`src/rtl/lmt_pkg.sv`:
```
// ----------------------------------------------------------------------------
// Local mean threshold package
// Shared constants, controller states and the command and status bundles.
// ----------------------------------------------------------------------------
package lmt_pkg;

	// Frame store geometry.
	localparam int MAX_WIDTH  = 1024;
	localparam int MAX_RADIUS = 8;
	localparam int LINES      = 2 * MAX_RADIUS;
	localparam int HEIGHT_CAP = 1024;
	localparam int COL_W      = $clog2(MAX_WIDTH);
	localparam int LINE_W     = $clog2(LINES);
	localparam int ADDR_W     = LINE_W + COL_W;
	localparam int DEPTH      = LINES * MAX_WIDTH;

	// Field and register widths.
	localparam int PIX_W   = 8;
	localparam int DIM_W   = 11;
	localparam int RAD_W   = 4;
	localparam int TOFF_W  = 9;
	localparam int GS_W    = 16;
	localparam int CFG_W   = 16;
	localparam int IDX_W   = 3;
	localparam int SUM_W   = 16;
	localparam int CNT_W   = 9;
	localparam int VAL_W   = 20;
	localparam int NUM_W   = GS_W + VAL_W;
	localparam int QUO_W   = NUM_W - 8;
	localparam int STEP_W  = $clog2(QUO_W);

	// Register reset values.
	localparam logic [DIM_W-1:0] FW_RESET  = 11'd640;
	localparam logic [DIM_W-1:0] FH_RESET  = 11'd480;
	localparam logic [RAD_W-1:0] RAD_RESET = 4'd4;

	// Register indexes of the configuration port.
	localparam logic [IDX_W-1:0] REG_FRAME_WIDTH  = 3'd0;
	localparam logic [IDX_W-1:0] REG_FRAME_HEIGHT = 3'd1;
	localparam logic [IDX_W-1:0] REG_RADIUS       = 3'd2;
	localparam logic [IDX_W-1:0] REG_THRESH_OFF   = 3'd3;
	localparam logic [IDX_W-1:0] REG_GAMMA_SLOPE  = 3'd4;

	// Input item kinds.
	localparam logic KIND_PIXEL = 1'b0;

	typedef enum logic [3:0] {
		S_IDLE, S_PROC, S_SOUT, S_CHK1, S_CHK2, S_RD, S_ACC, S_PRD,
		S_PACC, S_EV1, S_EV2, S_EV3, S_DINIT, S_DIV, S_FIN, S_OUT
	} state_t;

	typedef struct packed {
		logic take;
		logic write_adv;
		logic emit_small;
		logic chk_load;
		logic setup;
		logic rd_en;
		logic rd_pix;
		logic acc;
		logic pix_load;
		logic ev1;
		logic ev2;
		logic ev3;
		logic div_init;
		logic div_step;
		logic fin;
		logic emit;
	} cmd_t;

	typedef struct packed {
		logic small_frame;
		logic flush;
		logic ready_ok;
		logic win_last;
		logic div_done;
		logic out_free;
	} stat_t;

endpackage

```
`src/rtl/lmt_ctrl.sv`:
```
// ----------------------------------------------------------------------------
// Local mean threshold controller
// Sequences one item at a time through store, window sum, divide and output.
// ----------------------------------------------------------------------------
module lmt_ctrl (
	input  logic          clk,
	input  logic          arst_n,
	input  logic          in_valid,
	output logic          in_ready,
	input  lmt_pkg::stat_t stat,
	output lmt_pkg::cmd_t  cmd
);
	import lmt_pkg::*;

	state_t state_q, state_nxt;

	// State register.
	always_ff @(posedge clk or negedge arst_n) begin
		if (!arst_n) state_q <= S_IDLE;
		else state_q <= state_nxt;
	end

	// Next state.
	always_comb begin
		state_nxt = state_q;
		case (state_q)
			S_IDLE: if (in_valid) state_nxt = S_PROC;
			S_PROC: begin
				if (stat.small_frame) state_nxt = stat.flush ? S_IDLE : S_SOUT;
				else state_nxt = S_CHK1;
			end
			S_SOUT: if (stat.out_free) state_nxt = S_IDLE;
			S_CHK1: state_nxt = S_CHK2;
			S_CHK2: state_nxt = stat.ready_ok ? S_RD : S_IDLE;
			S_RD: state_nxt = S_ACC;
			S_ACC: state_nxt = stat.win_last ? S_PRD : S_RD;
			S_PRD: state_nxt = S_PACC;
			S_PACC: state_nxt = S_EV1;
			S_EV1: state_nxt = S_EV2;
			S_EV2: state_nxt = S_EV3;
			S_EV3: state_nxt = S_DINIT;
			S_DINIT: state_nxt = S_DIV;
			S_DIV: if (stat.div_done) state_nxt = S_FIN;
			S_FIN: state_nxt = S_OUT;
			S_OUT: if (stat.out_free) state_nxt = S_IDLE;
			default: state_nxt = S_IDLE;
		endcase
	end

	// Commands to the datapath.
	always_comb begin
		cmd = '0;
		in_ready = 1'b0;
		case (state_q)
			S_IDLE: begin
				in_ready = 1'b1;
				cmd.take = in_valid;
			end
			S_PROC: cmd.write_adv = !stat.small_frame;
			S_SOUT: cmd.emit_small = stat.out_free;
			S_CHK1: cmd.chk_load = 1'b1;
			S_CHK2: cmd.setup = stat.ready_ok;
			S_RD: cmd.rd_en = 1'b1;
			S_ACC: cmd.acc = 1'b1;
			S_PRD: begin
				cmd.rd_en = 1'b1;
				cmd.rd_pix = 1'b1;
			end
			S_PACC: cmd.pix_load = 1'b1;
			S_EV1: cmd.ev1 = 1'b1;
			S_EV2: cmd.ev2 = 1'b1;
			S_EV3: cmd.ev3 = 1'b1;
			S_DINIT: cmd.div_init = 1'b1;
			S_DIV: cmd.div_step = 1'b1;
			S_FIN: cmd.fin = 1'b1;
			S_OUT: cmd.emit = stat.out_free;
			default: cmd = '0;
		endcase
	end
endmodule

```
`config.mk`:
```
export PLATFORM = sky130hd
export DESIGN_NAME = lmt_ctrl
export DESIGN_NICKNAME = d
export VERILOG_FILES = /design/src/rtl/lmt_pkg.sv /design/src/rtl/lmt_ctrl.sv
export SDC_FILE = /design/constraint.sdc
export NUM_CORES = 1
export LEC_CHECK = 0
export ABC_CLOCK_PERIOD_IN_PS = 2900
export BUFFER_PORTS_ARGS = -buffer_cell sky130_fd_sc_hd__clkbuf_2
export CAP_MARGIN = 10
export CELL_PAD_IN_SITES_DETAIL_PLACEMENT = 0
export CELL_PAD_IN_SITES_GLOBAL_PLACEMENT = 1
export CORE_ASPECT_RATIO = 1.1
export CORE_MARGIN = 5
export CORE_UTILIZATION = 28
export CTS_CLUSTER_DIAMETER = 60
export DETAILED_ROUTE_END_ITERATION = 7
export HOLD_SLACK_MARGIN = 0.15
export PLACE_DENSITY_LB_ADDON = 0.12
export SYNTH_ARGS = -nofsm -noshare
export SYNTH_HDL_FRONTEND = slang
export SYNTH_SLANG_ARGS = --single-unit
```
`constraint.sdc`:
```
create_clock -name clk -period 2.9 [get_ports clk]
set_input_delay 0 -clock clk [delete_from_list [all_inputs] [get_ports clk]]
set_output_delay 0 -clock clk [all_outputs]
set_load 0.03 [all_outputs]
```
# --- Word level (Yosys, flattened, before mapping) ---
# Cells that the tools add are included.
word_totals:
  inputBits: 9
  word_cells: 49
  output_inout_bits: 17
  ff_bits: 4
op_classes:
  eq_ne: 18
  n_mux: 25
  reduce_logical: 5
ops:
  columns: ["cell", "n"]
  rows:
  - ["one-hot mux 4 bit (15 select lines)", 1]
  - ["equality test 4 bit, second input constant", 8]
  - ["2-to-1 mux 1 bit", 17]
  - ["equality test 4 x 3 -> 1 bit, second input constant", 4]
  - ["2-to-1 mux 4 bit", 3]
  - ["equality test 4 x 2 -> 1 bit, second input constant", 2]
  - ["2-to-1 mux 2 bit", 3]
  - ["equality test 4 x 1 -> 1 bit, second input constant", 1]
  - ["zero test 4 bit", 1]
  - ["inequality test 2 bit, second input constant", 2]
  - ["OR reduction 2 bit", 2]
  - ["2-to-1 mux 3 bit", 1]
  - ["AND reduction 3 bit", 1]
  - ["inequality test 2 x 1 -> 1 bit, second input constant", 1]
  - ["zero test 1 bit", 1]

# --- Depth between registers and ports, before layout ---
depth:
  word_depth: 4
  ltp_mapped: 5
  ltp_nobuf: 4

# --- Least setup slack after synthesis ---
# OpenSTA, ideal clock, no wires.
synth_timing:
  kind: "flip-flop to output port"
  from: "register state_q[0]"
  to: "output port cmd[15] in the netlist's numbering"
  t_arrival_ns: 2.084
  n_path_buf: 1
  path_slack_ns: 0.816
  stages_incl_launch_ff: 4
  path_cell_list: "dfrtp_1 clkbuf_1 nor4_1 and2_1"
synth_lines:
  columns: ["element", "line", "source"]
  rows:
  - ["start: declaration", "lmt_ctrl.sv:15", "state_t state_q, state_nxt;"]
  - ["start signal: assignment", "lmt_ctrl.sv:20", "else state_q <= state_nxt;"]
  - ["end: declaration", "lmt_ctrl.sv:11", "output lmt_pkg::cmd_t cmd"]

# --- Worst setup path after layout ---
layout_timing:
  from: "register state_q[2]"
  to: "register state_q[0]"
layout_between:
  elab_chain_cells: 4
  word_cells_on_any_way: 22
layout_lines:
  columns: ["element", "line", "source"]
  rows:
  - ["equality test 4 bit / equality test 4 x 2 -> 1 bit (equally long branches)", "lmt_ctrl.sv:26", "case (state_q)"]
  - ["OR reduction 2 bit (no source line)", null, null]
  - ["inequality test 2 x 1 -> 1 bit (no source line)", null, null]
  - ["AND reduction 3 bit (no source line)", null, null]
# Parallel ways exist; a longest one is shown, timed or not.
# A chain may end at the register's enable or synchronous reset.

==> out/metrics.csv <==
metric;value;unit
row_count;14;
initial_core_util;0.302;
pwr-share-comb;0.578;
report.final.slew_viol_count;0;
swShare;0.580;
setup_viol;0;
tns;0;ns
io_pins;26;
p_sw;0.000371;W
syn_inst;61;
layout-drive-gt1-share;0.349;
grt_pass1_wl;2130;um
dp_hpwl;925;um
fp.coreArea;1420;sq um
fillers;153;
grt_start_max_net_pins;20;
period_share;0.628;
hp-class;in2reg;
largest-register;state_q;
synthToLayoutAreaGrowth;37.9;%
dp_cells;96;
drv_cap;0;
io_buffers;25;
synth.area.top_cells;dfrtp_1 23%, nor2_1 9.6%, nand2b_1 7.3%;
synth-edff-count;0;
dieArea;2420;sq um
cellPowerDensity;1080;nW/um^2
ant_nets;0;
utilization;0.417;
clkTransAtPathRegs;0.04;ns
synth_top_area_frac;0.233;
rsz0062_at_grt;false;
synth_most_common_cell;nor2_1;
finalWeightedCongestion;0.694;
arrival;1.93;ns
ys_seq_area_frac;0.233;
antenna_found_initial;0;
numCtsBuffers;3;
power_frac_seq;0.316;
wl;1260;um
cts_tree;built;
p_int;0.000268;W
grtUsageTotal;0.119;
wl_per_cell;12.4;um
peakVddDrop;0.000548;V
synth_seq_cells;4;
cts_max_path_buffers;2;
path_class;reg2reg;
clock_skew;0.00227;ns
min_from;stat[4];
overflow;0;
clock_sinks;4;
vias;519;
status;complete, no violations;
min_to;state_q[1];
start_kind;flop;
clkLatencyLatePin;0.23;ns
yosysTopAreaCell;dfrtp_1;
final.min_clock_period;1.82;ns
share_clk_of_total_power;0.106;
stdcell_count;102;
syn_nets;70;
synth.cell_area;429;sq um
hold_viol;0;
r2r_start;state_q[2];
ys_async_sr_fraction;1.00;
fmaxAchievable;0.549;GHz
finalPower;0.000639;W
firstDrtPassIters;4;
fp.dieW;47.3;um
cp_data_required_time;3.01;ns
synthFlopType;dfrtp_1;
critPathCaptureType;flop;
grt_pass1_vias;491;
synth-warning-count;0;
dr.first_iter.drc_count;17;
final_nets;97;
worstMarginPinSlew;0.534;ns
p_leak;0.281;nW
n_antenna_cell;0;
postCtsSetupRepairBufs;0;
largest_reg_flops;4;
timing.rr.end;state_q[0];
synth_commonest_cells;11 x nor2_1, 6 x nand2_1, 5 x nand2b_1, 4 x dfrtp_1, 4 x nor3_1;
h-tree-depth;1;
ys_types;28;
ctsResizeCount;0;
holdWs;0.160;ns
top_regs;state_q: 4 flops;
crit_fanout;19;
die_h;51.1;um
holdPathStages;4;
syn_area_per_cell;7.04;sq um
rrSetupSlack;1.08;ns
vias_per_cell;5.09;
drc;0;
ff2ff_path_depth;4;
max-slew-margin-rel;0.644;
cts_root_buf;clkbuf_4;
## power groups by stage
stage          combinational [W]  sequential (W)  clock (W)
4_1_cts                 0.000373        0.000201  0.0000710
2_1_floorplan           0.000389        0.000108          0
6_report                0.000369        0.000202  0.0000677
3_3_place_gp            0.000373        0.000199          0
5_1_grt                 0.000410        0.000217  0.0000775
3_5_place_dp            0.000369        0.000201          0
## critical path, stage by stage (launching register included)
cell     delay [ns]
dfrtp_1        0.56
or4_4          0.60
a21oi_4        0.15
a31oi_1        0.06
mux2_1         0.33
## how the worst max path moves through the flow
| stage | start | end | slack, ns | cells past startpoint |
|---|---|---|---|---|
| floorplan | state_q[0] | cmd[15] | 0.82 | 3 |
| global placement | state_q[2] | state_q[0] | 1.09 | 4 |
| detailed placement | state_q[2] | state_q[0] | 1.08 | 4 |
| CTS | state_q[2] | state_q[0] | 1.07 | 4 |
| global route | state_q[2] | state_q[0] | 0.98 | 4 |
| finish | state_q[2] | state_q[0] | 1.08 | 4 |
## placed cells by master, fill, tap and decap left out, types with 2 or more instances in the layout
cell            n
nor2_1         11
clkbuf_4        3
nand2_1         6
o21ai_0         2
dfrtp_1         4
a21oi_1         3
nand2b_1        5
nor3_1          4
dlygate4sd3_1   3
or3_1           2
nor4_1          3
clkbuf_2       25
nand3_1         2
## routing by layer
metal  part of all wire  up-vias  track usage
li1                   -      271            -
met1               0.46      229        0.162
met2               0.48       19        0.172
met3              0.056        0       0.0211
met4                  0        0       0.0691
met5                  0        -            0
## repair_timing
action                                 4_1_cts  5_1_grt
setup endpoints to repair                    0        0
endpoints found under the hold margin        5        0
hold buffers                                 3        0
## metrics by stage
stage                     area [sq um]  setup slack [ns]
after global routing               592             0.976
after floorplan                    429             0.816
after global placement             539              1.09
after detailed placement           539              1.08
final                              592              1.08
after CTS                          592              1.07
## logic make-up after synthesis
kind of cell           after synthesis  share of synthesized area
and+or+nand+nor                     38                      0.461
AOI/OAI and AO/OA                   11                      0.190
buffers and inverters                7                     0.0904
DFF                                  4                      0.233
muxes                                1                     0.0262
## final cells by class
| cell class | count | area (sq um) | area share |
|---|---|---|---|
| Sequential cell | 4 | 100 | 0.169 |
| Timing Repair Buffer | 28 | 155 | 0.262 |
| Clock buffer | 3 | 22.5 | 0.0381 |
| Inverter | 1 | 3.75 | 0.00634 |
| Multi-Input combinational cell | 50 | 290 | 0.490 |
| Tap cell | 16 | 20.0 | 0.0338 |
No activity file was read; power rests on OpenSTA's default activity.
